===== src/ptb_pkg.sv =====
// Shared types and constants for the periodic timer bank.
package ptb_pkg;

   localparam int NUM_TIMERS = 16;
   localparam int SLOT_W     = 4;
   localparam int RELOAD_W   = 16;
   localparam int PERIOD_W   = 8;
   localparam int REM_W      = RELOAD_W + 1;

   typedef enum logic [2:0] {
      OP_PROGRAM = 3'd0,
      OP_START   = 3'd1,
      OP_STOP    = 3'd2,
      OP_ENABLE  = 3'd3,
      OP_TICK    = 3'd4,
      OP_SERVICE = 3'd5
   } opcode_type;

   typedef enum logic [1:0] {
      ST_OK    = 2'd0,
      ST_ERR   = 2'd1,
      ST_FIRED = 2'd2,
      ST_OFF   = 2'd3
   } status_type;

   typedef struct packed {
      logic [2:0]          opcode;
      logic [SLOT_W-1:0]   slot;
      logic [RELOAD_W-1:0] reload_value;
      logic                one_shot;
      logic                urgent;
      logic [PERIOD_W-1:0] tick_period;
   } req_type;

   typedef struct packed {
      status_type        status;
      logic [SLOT_W-1:0] fired_slot;
      logic              last;
   } rsp_type;

   typedef struct packed {
      logic active;
      logic pending;
      logic single_fire;
      logic immediate;
   } slot_flags_type;

   typedef struct packed {
      logic             active;
      logic             pending;
      logic             fire;
      logic [REM_W-1:0] remaining;
   } slot_update_type;

endpackage


===== src/ptb_slot_unit.sv =====
// Shared per-slot countdown and service step, applied to one slot per cycle.
module ptb_slot_unit import ptb_pkg::*; (
   input  logic                is_service,
   input  slot_flags_type      flags,
   input  logic [REM_W-1:0]    remaining,
   input  logic [RELOAD_W-1:0] period,
   input  logic [PERIOD_W-1:0] tick_period,
   output slot_update_type     upd
);

   logic [REM_W-1:0] diff;
   logic             rem_positive;
   logic             diff_expired;

   assign diff         = remaining - {{(REM_W-PERIOD_W){1'b0}}, tick_period};
   assign rem_positive = !remaining[REM_W-1] && (remaining != '0);
   assign diff_expired = diff[REM_W-1] || (diff == '0);

   always_comb begin
      upd.active    = flags.active;
      upd.pending   = flags.pending;
      upd.fire      = 1'b0;
      upd.remaining = remaining;
      if (is_service) begin
         upd.fire = flags.active && flags.pending;
      end else if (flags.active && rem_positive) begin
         if (diff_expired) begin
            upd.pending   = 1'b1;
            upd.remaining = {1'b0, period};
            upd.fire      = flags.immediate;
         end else begin
            upd.remaining = diff;
         end
      end
      // Firing clears the ready flag and retires a one-shot timer.
      if (upd.fire) begin
         upd.pending = 1'b0;
         if (flags.single_fire) begin
            upd.active = 1'b0;
         end
      end
   end

endmodule


===== src/periodic_timer_bank_core.sv =====
// Top level of the periodic timer bank: command decode, slot sequencer and state.
//
// Usage: a request is taken at a rising edge where start is high and busy is low.
// Program, start, stop and enable requests, tick or service before the bank is
// enabled, and unknown opcodes answer with one result on the next cycle and
// leave busy low, so such requests may follow each other every cycle.
// An enabled tick or service walks every slot through one shared countdown and
// service unit, one slot per cycle. Each timer that fires produces a result
// with status fired in ascending slot order, and a closing result with last
// set follows the walk. Such a request passes through the scan state, one slot
// at a time, and then the close state; busy stays high until the
// closing result is shown.
// Each result is on rsp_data for one cycle, marked by rsp_valid; the receiver
// cannot stall, so results are never held back.
// Synchronous reset clears all timers, flags and the enable bit; no request is
// lost or pending after reset.
module periodic_timer_bank_core import ptb_pkg::*; (
   input  logic    clock,
   input  logic    reset,
   input  logic    start,
   output logic    busy,
   input  req_type req_data,
   output logic    rsp_valid,
   output rsp_type rsp_data
);

   localparam logic [SLOT_W-1:0] LAST_IDX  = SLOT_W'(NUM_TIMERS - 1);
   localparam logic [SLOT_W:0]   SLOT_LIM  = (SLOT_W+1)'(NUM_TIMERS);

   typedef enum logic [1:0] {
      S_IDLE,
      S_SCAN,
      S_CLOSE
   } state_type;

   state_type             state_ff;
   logic [SLOT_W-1:0]     idx_ff;
   logic                  service_ff;
   logic [PERIOD_W-1:0]   period_ff;
   logic                  enabled_ff;
   logic [NUM_TIMERS-1:0] active_ff;
   logic [NUM_TIMERS-1:0] pending_ff;
   logic [NUM_TIMERS-1:0] single_ff;
   logic [NUM_TIMERS-1:0] immediate_ff;
   logic [REM_W-1:0]      remaining_ff [NUM_TIMERS];
   logic [RELOAD_W-1:0]   reload_ff [NUM_TIMERS];
   logic                  rsp_valid_ff;
   rsp_type               rsp_ff;

   logic                  accept;
   logic                  slot_ok;
   slot_flags_type        cur_flags;
   slot_update_type       upd;

   assign accept  = start && (state_ff == S_IDLE);
   assign slot_ok = {1'b0, req_data.slot} < SLOT_LIM;
   assign busy    = (state_ff != S_IDLE);

   assign rsp_valid = rsp_valid_ff;
   assign rsp_data  = rsp_ff;

   assign cur_flags.active      = active_ff[idx_ff];
   assign cur_flags.pending     = pending_ff[idx_ff];
   assign cur_flags.single_fire = single_ff[idx_ff];
   assign cur_flags.immediate   = immediate_ff[idx_ff];

   ptb_slot_unit u_slot (
      .is_service  (service_ff),
      .flags       (cur_flags),
      .remaining   (remaining_ff[idx_ff]),
      .period      (reload_ff[idx_ff]),
      .tick_period (period_ff),
      .upd         (upd)
   );

   always_ff @(posedge clock) begin
      if (reset) begin
         state_ff     <= S_IDLE;
         idx_ff       <= '0;
         service_ff   <= 1'b0;
         period_ff    <= '0;
         enabled_ff   <= 1'b0;
         active_ff    <= '0;
         pending_ff   <= '0;
         single_ff    <= '0;
         immediate_ff <= '0;
         rsp_valid_ff <= 1'b0;
         rsp_ff       <= '0;
         for (int i = 0; i < NUM_TIMERS; i++) begin
            remaining_ff[i] <= '0;
            reload_ff[i]    <= '0;
         end
      end else begin
         rsp_valid_ff <= 1'b0;
         unique case (state_ff)
            S_IDLE: begin
               if (accept) begin
                  rsp_valid_ff      <= 1'b1;
                  rsp_ff.status     <= ST_OK;
                  rsp_ff.fired_slot <= '0;
                  rsp_ff.last       <= 1'b1;
                  unique case (req_data.opcode)
                     OP_PROGRAM: begin
                        if (!slot_ok) begin
                           rsp_ff.status <= ST_ERR;
                        end else begin
                           remaining_ff[req_data.slot] <= {1'b0, req_data.reload_value};
                           reload_ff[req_data.slot]    <= req_data.reload_value;
                           pending_ff[req_data.slot]   <= 1'b0;
                           single_ff[req_data.slot]    <= req_data.one_shot;
                           immediate_ff[req_data.slot] <= req_data.urgent;
                           active_ff[req_data.slot]    <= 1'b1;
                        end
                     end
                     OP_START: begin
                        if (!slot_ok || active_ff[req_data.slot]) begin
                           rsp_ff.status <= ST_ERR;
                        end else begin
                           active_ff[req_data.slot] <= 1'b1;
                        end
                     end
                     OP_STOP: begin
                        if (!slot_ok || !active_ff[req_data.slot]) begin
                           rsp_ff.status <= ST_ERR;
                        end else begin
                           active_ff[req_data.slot] <= 1'b0;
                        end
                     end
                     OP_ENABLE: begin
                        if (enabled_ff) begin
                           rsp_ff.status <= ST_ERR;
                        end else begin
                           enabled_ff <= 1'b1;
                        end
                     end
                     OP_TICK, OP_SERVICE: begin
                        if (!enabled_ff) begin
                           rsp_ff.status <= ST_OFF;
                        end else begin
                           // The closing result comes after the walk instead.
                           rsp_valid_ff <= 1'b0;
                           state_ff     <= S_SCAN;
                           idx_ff       <= '0;
                           service_ff   <= (req_data.opcode == OP_SERVICE);
                           period_ff    <= req_data.tick_period;
                        end
                     end
                     default: begin
                        rsp_ff.status <= ST_ERR;
                     end
                  endcase
               end
            end
            S_SCAN: begin
               active_ff[idx_ff]    <= upd.active;
               pending_ff[idx_ff]   <= upd.pending;
               remaining_ff[idx_ff] <= upd.remaining;
               rsp_valid_ff         <= upd.fire;
               rsp_ff.status        <= ST_FIRED;
               rsp_ff.fired_slot    <= idx_ff;
               rsp_ff.last          <= 1'b0;
               if (idx_ff == LAST_IDX) begin
                  state_ff <= S_CLOSE;
               end else begin
                  idx_ff <= idx_ff + 1'b1;
               end
            end
            S_CLOSE: begin
               rsp_valid_ff      <= 1'b1;
               rsp_ff.status     <= ST_OK;
               rsp_ff.fired_slot <= '0;
               rsp_ff.last       <= 1'b1;
               state_ff          <= S_IDLE;
            end
            default: begin
               state_ff <= S_IDLE;
            end
         endcase
      end
   end

`ifndef NO_ASSERTIONS
   a_fired_not_last: assert property (@(posedge clock) disable iff (reset)
      rsp_valid && (rsp_data.status == ST_FIRED) |-> !rsp_data.last)
      else $error("fired result marked as last");

   a_fired_slot_order: assert property (@(posedge clock) disable iff (reset)
      rsp_valid && (rsp_data.status == ST_FIRED) |->
         (rsp_data.fired_slot == $past(idx_ff)) && ($past(state_ff) == S_SCAN))
      else $error("fired result does not match the scanned slot");

   a_short_request_closes: assert property (@(posedge clock) disable iff (reset)
      start && !busy && (req_data.opcode != OP_TICK) && (req_data.opcode != OP_SERVICE)
         |=> rsp_valid && rsp_data.last && !busy)
      else $error("short request did not close on the next cycle");
`endif

endmodule


===== config.mk =====
export PLATFORM = sky130hd
export DESIGN_NAME = periodic_timer_bank_core
export DESIGN_NICKNAME = d
export VERILOG_FILES = /design/src/ptb_pkg.sv /design/src/ptb_slot_unit.sv /design/src/periodic_timer_bank_core.sv
export SDC_FILE = /design/constraint.sdc
export NUM_CORES = 1
export LEC_CHECK = 0
export BUFFER_PORTS_ARGS = -buffer_cell sky130_fd_sc_hd__buf_4
export CORE_ASPECT_RATIO = 2
export CORE_MARGIN = 1
export CORE_UTILIZATION = 51
export CTS_BUF_LIST = sky130_fd_sc_hd__clkbuf_2 sky130_fd_sc_hd__clkbuf_4 sky130_fd_sc_hd__clkbuf_8
export DETAILED_ROUTE_END_ITERATION = 6
export HOLD_SLACK_MARGIN = 0.06
export PLACE_DENSITY = 0.67
export SLEW_MARGIN = 20
export SYNTH_ARGS = -nofsm -noshare
export SYNTH_HDL_FRONTEND = slang
export SYNTH_SLANG_ARGS = --single-unit

===== constraint.sdc =====
create_clock -name clock -period 7.2 [get_ports clock]
set_input_delay 1.08 -clock clock [delete_from_list [all_inputs] [get_ports clock]]
set_output_delay 1.08 -clock clock [all_outputs]
set_load 0.1 [all_outputs]

==> results.sh, run 1 <==
export IMPL_final_cell_mix="edfxtp_1 (528), nor2_1 (262), and2_1 (259), mux4_2 (176), buf_4 (111)"
export IMPL_reg2reg_setup_slack_ps=1000
export IMPL_finalCritPeriodShare=0.8605
export IMPL_yosysTopAreaCell="edfxtp_1"
export IMPL_finalSetupTns_ps=0
export IMPL_place_congestion=0.9827
export IMPL_yosys_warnings=0
export IMPL_nets=2273
export IMPL_cpLargestDelayFamily="compound AO/OA/AOI/OAI gates"
export IMPL_cts_num_sinks=620
export IMPL_rsz0062_at_grt="no"
export IMPL_io_pins=45
export IMPL_final_cells=3048
export IMPL_cts_root_buf="clkbuf_8"
export IMPL_end_kind="flip-flop"
export IMPL_avgSynthCellArea_sq_um=13.55
export IMPL_hold_buffers=0
export IMPL_dieArea_sq_um=58950
export IMPL_wire_per_inst_microns=27.91
export IMPL_max_stage_delay_ps=670
export IMPL_cp_num_cells=14
export IMPL_drtPass1Iterations=6
export IMPL_hold_viol=0
export IMPL_p_leak_nw=11.46
export IMPL_antenna_found_initial=3
export IMPL_drv_cap=0
export IMPL_cts_tree="yes"
export IMPL_critical_path_most_common_cell="or3_1"
export IMPL_vdd_drop_max_uv=142.8
export IMPL_status="complete, no violations"
export IMPL_critical_path_class="flip-flop to flip-flop"
export IMPL_worstMarginPinSlew_ps=1078
export IMPL_clock_path_buffers=3
export IMPL_cp_arrival_ps=6590
export IMPL_critical_path_cell_chain="buf_12 -> mux4_2 -> mux2i_1 -> a211oi_1 -> ha_1 -> or3_1 -> o22a_1 -> or4_1 -> or3_1 -> o211a_1 -> a21oi_2 -> mux2_1 -> o21ai_2 -> nor3_1"
export IMPL_syn_to_final_growth_pct=9.792
export IMPL_htreeDepth=3
export IMPL_core_area_sq_um=57250
export IMPL_cts_repair_resized=0
export IMPL_slew_headroom=0.2789
export IMPL_wirelength_microns=85060
export IMPL_vias=19140
export IMPL_yosysUniqueCellTypes=86
export IMPL_grt_max_degree=59
export IMPL_portBuffers=44
export IMPL_drt_iter0_markers=1802
export IMPL_cts_clk_slew_worst_paths_ps=70
export IMPL_finalClockSkew_ps=27.16
export IMPL_ys_seq_area_frac=0.5990
export IMPL_synth_seq_cells=620
export IMPL_path_max_fanout=24
export IMPL_synth_nets=2237
export IMPL_grt_pass1_vias=19890
export IMPL_synth_edf_count=528
export IMPL_drtAntennaViolNets=0
export IMPL_die_w_microns=172.2
export IMPL_r2r_end="remaining_ff[4][12]"
export IMPL_critPathRequiredTime_ps=7600
export IMPL_die_h_microns=342.4
export IMPL_cts_buffers=88
export IMPL_grtUsageTotal=0.2974
export IMPL_ys_top_cells_by_area="edfxtp_1 (54%), mux4_2 (13%), dfxtp_1 (6.2%), and2_1 (5.5%), nor2_1 (3.4%)"
export IMPL_synth_area_sq_um=29540
export IMPL_endpoint="remaining_ff[4][12]"
export IMPL_worst_path_buf_inv=1
export IMPL_grt_ovfl_total=0
export IMPL_mostFrequentLayoutCell="edfxtp_1"
export IMPL_drive_above_1_share=0.2232
export IMPL_postCtsSetupBuffers=0
export IMPL_cp_start_kind="flip-flop"
export IMPL_hpwl_microns=57890
export IMPL_report_final_setup_viol=0
export IMPL_placedCellCount=2882
export IMPL_p_per_area_nw_per_um2=222.8
export IMPL_viasPerCell=6.280
export IMPL_fp_row_count=124
export IMPL_grt_pass1_wl_microns=125400
export IMPL_synth_top_area_frac=0.5367
export IMPL_r2r_cells=14
export IMPL_ys_flop_type="edfxtp_1"
export IMPL_drv_slew=0
export IMPL_synthCells=2181
export IMPL_start_util=0.5160
export IMPL_min_path_type="flip-flop to flip-flop"
export IMPL_drc=0
export IMPL_ys_async_sr_fraction=0
export IMPL_period_needed_ps=6196
export IMPL_fmax_mhz=161.4
export IMPL_cp_slowest_cell="dfxtp_4"
export IMPL_clk_latency_ps=690
## worst register-to-register path, cell delays in order (launching register included)
cell      delay, ps
dfxtp_4         670
buf_12          310
mux4_2          550
mux2i_1         360
a211oi_1        270
ha_1            350
or3_1           420
o22a_1          290
or4_1           490
or3_1           400
o211a_1         170
a21oi_2         570
mux2_1          400
o21ai_2         540
nor3_1          120
## registers in the layout (all words and copies together) (netlist names), named ones only
| signal | count |
|---|---|
| enabled_ff | 1 |
| idx_ff | 4 |
| immediate_ff | 16 |
| pending_ff | 16 |
| period_ff | 8 |
| reload_ff | 256 |
| remaining_ff | 272 |
| rsp_data | 7 |
| rsp_valid | 1 |
| service_ff | 1 |
| single_ff | 16 |
| state_ff | 2 |
## through the flow
stage	hold slack, ps	util	power, mW	cell area [sq um]	setup WS (ps)
2_1_floorplan	443.6	-	4.275	29540	1936
3_3_place_gp	442.0	0.5347	4.417	30610	1151
3_5_place_dp	450.4	0.5348	4.431	30620	1036
4_1_cts	460.9	0.5663	7.254	32420	1006
5_1_grt	487.5	0.5665	7.422	32430	717.3
6_report	457.1	0.5665	7.227	32430	1004
## routing by layer
layer,part of all wire,wire length (microns),global-route usage
met1,0.33,27980,0.3147
met2,0.54,45580,0.5352
met3,0.057,4863,0.04251
met4,0.078,6621,0.2065
met5,0.00013,11,0
## power breakdown
part	internal [mW]	switching [mW]
Sequential	3.97	0.0259
Clock	1.49	1.38
Combinational	0.0988	0.265
Total	5.55	1.67
## worst min-delay path by stage
stage | from | end | slack (ps) | depth (start not counted)
5_1_grt | rsp_data[2] | rsp_data[2] | 490 | 2
3_5_place_dp | rsp_data[5] | rsp_data[5] | 450 | 2
6_report | rsp_data[2] | rsp_data[2] | 460 | 2
4_1_cts | rsp_data[5] | rsp_data[5] | 460 | 2
3_3_place_gp | rsp_data[2] | rsp_data[2] | 440 | 2
2_1_floorplan | immediate_ff[10] | immediate_ff[10] | 440 | 1
## cell type report
class                   instances  area (sq um)
multi-input cells            1359         10980
fillers                      4619         24820
flip-flops and latches        620         17710
inverters                      36         135.1
repair buffers                112         853.3
well taps                     756         945.9
diodes                          3         7.507
clock buffers                 121          1521
clock inverters                41         280.3
## kinds of logic after synthesis
kind of cell / count (synthesis) / share of synthesized area
XOR/XNOR: 9 / 0.003177
multiplexers: 201 / 0.1428
adder cells (fa/ha/maj): 20 / 0.008725
buffers and inverters: 202 / 0.02994
AND/OR/NAND/NOR: 883 / 0.1544
AO/OA/AOI/OAI: 246 / 0.06196
flip-flops: 620 / 0.5990
## cells in the mapped netlist, drive strengths merged (7+ instances only)
cell	instances
nor2b	28
nand4	7
and2	259
o31ai	11
mux2i	22
a21oi	53
dfxtp	92
clkbuf	113
nor4	14
nor2	305
buf	53
edfxtp	528
a32oi	13
a22oi	16
or3	9
a31o	16
ha	19
nand2	94
a211oi	24
nor3	80
nand2b	43
inv	36
nand3	26
a22o	33
o21ai	30
mux4	176
(Power assumes the default switching activity.)
==> run 2: changes to the inputs <==
Settings changed: SYNTH_HIERARCHICAL from default to 1.
==> run 2 against run 1 <==
Register-to-register slack better by 200 ps. Cell area down 0.22%. Count of clock-buffer cells in the layout down 9. Via count down 2.8%. Global-route usage down 1.8 points. Worst hold slack better by 4.3 ps. Sequential power up 1%. Utilization down 0.28 points. Critical endpoint is now pending_ff[0].
==> results.sh, run 2 <==
export IMPL_ys_flop_type="edfxtp_1"
export IMPL_end_kind="flip-flop"
export IMPL_yosysMostFrequentCell="edfxtp_1"
export IMPL_num_fill_cells=4736
export IMPL_portBuffers=44
export IMPL_max_stage_delay_ps=810
export IMPL_finalCritPeriodShare=0.8334
export IMPL_wirelength_microns=81410
export IMPL_largest_register_ffs=272
export IMPL_drc=0
export IMPL_r2r_cells=14
export IMPL_holdPathStages=2
export IMPL_antenna_found_initial=1
export IMPL_min_path_type="flip-flop to flip-flop"
export IMPL_grt_pass1_wl_microns=121200
export IMPL_hold_viol=0
export IMPL_fmax_mhz=166.7
export IMPL_cts_root_buf="clkbuf_8"
export IMPL_status="complete, no violations"
export IMPL_utilization=0.5638
export IMPL_htreeDepth=3
export IMPL_reg2reg_setup_slack_ps=1200
export IMPL_yosysUniqueCellTypes=87
export IMPL_hold_buffers=0
export IMPL_clk_latency_ps=690
export IMPL_period_needed_ps=6000
export IMPL_total_power_mw=7.355
export IMPL_synth_area_sq_um=29690
export IMPL_yosys_warnings=6
export IMPL_cts_repair_resized=0
export IMPL_critical_path_cell_chain="buf_12 -> mux4_2 -> mux4_2 -> or3_2 -> nor2_1 -> nand4_1 -> a221o_1 -> nor4_2 -> a31oi_4 -> or3_1 -> a32oi_1 -> o211a_1 -> a32oi_1 -> nor2_1"
export IMPL_finalClockSkew_ps=31.59
export IMPL_worstMarginPinSlew_ps=1152
export IMPL_cts_clk_slew_worst_paths_ps=70
export IMPL_viasPerCell=6.195
export IMPL_cts_buffers=86
export IMPL_wire_per_inst_microns=27.12
export IMPL_ys_top_cells_by_area="edfxtp_1 (53%), mux4_2 (14%), dfxtp_1 (6.2%), and2_1 (5.5%), nor2_1 (4.2%)"
export IMPL_fp_row_count=124
export IMPL_cp_start_kind="flip-flop"
export IMPL_ys_async_sr_fraction=0
export IMPL_synthCells=2180
export IMPL_grt_pass1_vias=19440
export IMPL_vdd_drop_max_uv=176.0
export IMPL_grt_max_degree=53
export IMPL_finalSetupTns_ps=0
export IMPL_yosysTopAreaCell="edfxtp_1"
export IMPL_synth_top_area_frac=0.5341
export IMPL_ys_seq_area_frac=0.5961
export IMPL_path_max_fanout=34
export IMPL_dieArea_sq_um=59240
export IMPL_drt_iter0_markers=1860
export IMPL_cp_arrival_ps=6610
export IMPL_worstHoldEndpoint="rsp_data[3]"
export IMPL_largest_registers="remaining_ff: 272 flops, reload_ff: 256 flops"
export IMPL_place_congestion=0.9846
export IMPL_vias=18600
export IMPL_io_pins=45
export IMPL_hold_slack_ps=461.4
export IMPL_grt_ovfl_total=0
export IMPL_drtPass1Iterations=6
export IMPL_synthTopCellsByCount="edfxtp_1 (528), nor2_1 (331), and2_1 (259)"
export IMPL_slew_headroom=0.2300
export IMPL_avgSynthCellArea_sq_um=13.62
export IMPL_clock_path_buffers=3
export IMPL_drv_slew=0
export IMPL_mostFrequentLayoutCell="edfxtp_1"
export IMPL_grtUsageTotal=0.2794
export IMPL_synth_edf_count=528
export IMPL_synth_nets=2235
export IMPL_drtAntennaViolNets=0
export IMPL_nets=2233
export IMPL_critical_path_class="flip-flop to flip-flop"
export IMPL_drive_above_1_share=0.2160
export IMPL_report_final_setup_viol=0
export IMPL_largest_register="remaining_ff"
export IMPL_cts_num_sinks=620
export IMPL_die_h_microns=343.2
export IMPL_final_cell_mix="edfxtp_1 (528), nor2_1 (330), and2_1 (259), mux4_2 (189), clkbuf_8 (92)"
export IMPL_r2r_end="pending_ff[0]"
export IMPL_p_leak_nw=11.35
export IMPL_hpwl_microns=56030
export IMPL_p_per_area_nw_per_um2=227.3
export IMPL_synth_seq_cells=620
export IMPL_cp_slowest_cell="dfxtp_4"
export IMPL_start_util=0.5172
export IMPL_postCtsSetupBuffers=0
export IMPL_critPathRequiredTime_ps=7800
export IMPL_syn_to_final_growth_pct=9.015
export IMPL_drv_cap=0
export IMPL_rsz0062_at_grt="no"
export IMPL_core_area_sq_um=57410
export IMPL_die_w_microns=172.6
export IMPL_hold_start="rsp_data[3]"
export IMPL_cts_tree="yes"
[run 2: logic make-up (layout without fill, tap and decap cells)]
family,after synthesis,after routing,share of synthesized area
buffers and inverters,229,294,0.03119
flip-flops,620,620,0.5961
multiplexers,236,236,0.1593
adder cells (fa/ha/maj),19,19,0.008260
XOR/XNOR,7,7,0.002697
AO/OA/AOI/OAI,238,238,0.05778
AND/OR/NAND/NOR,831,831,0.1447
other,0,1,0
[run 2: power breakdown]
group          total, mW  switching, mW  internal [mW]
Sequential          4.04         0.0376           4.00
Clock               2.81           1.37           1.44
Combinational      0.504          0.355          0.148
[run 2: through the flow]
stage               cells  setup slack [ps]  instance area [sq um]
CTS                  3001              1203                  32350
finish               3002              1200                  32360
detailed placement   2846              1236                  30610
floorplan            2180              1734                  29690
global route         3002             853.2                  32360
global placement     2846              1337                  30600
[run 2: worst max-delay path: cells and delay by family (launching register included)]
| kind | cells | cell delay, ps |
|---|---|---|
| DFF | 1 | 810 |
| and+or+nand+nor | 6 | 1810 |
| muxes | 2 | 1180 |
| buffers and inverters | 1 | 350 |
| AOI/OAI and AO/OA | 5 | 1730 |
[run 2: worst max-delay path by stage]
stage / startpoint / end / slack [ps]
2_1_floorplan: flip-flop / remaining_ff[0][9] / 1730
3_3_place_gp: flip-flop / pending_ff[9] / 1340
3_5_place_dp: flip-flop / pending_ff[7] / 1240
4_1_cts: flip-flop / pending_ff[9] / 1200
5_1_grt: flip-flop / pending_ff[14] / 850
6_report: flip-flop / pending_ff[0] / 1200
[run 2: metal layers]
| layer | routed length, microns | GRT usage | vias up |
|---|---|---|---|
| li1 | - | - | 8131 |
| met1 | 26310 | 0.2869 | 9342 |
| met4 | 5578 | 0.1868 | 0 |
| met2 | 44790 | 0.5244 | 846 |
| met5 | 0 | 0 | - |
| met3 | 4723 | 0.03968 | 277 |
[run 2: area by class of cell]
type	instances	area [sq um]	share of cell area
inverter	47	176.4	0.005451
multi-input combinational	1331	11090	0.3428
sequential	620	17710	0.5471
antenna	1	2.502	0.00007732
tap	756	945.9	0.02923
timing repair buffer	92	703.2	0.02173
clock inverter	43	320.3	0.009897
clock buffer	112	1416	0.04376
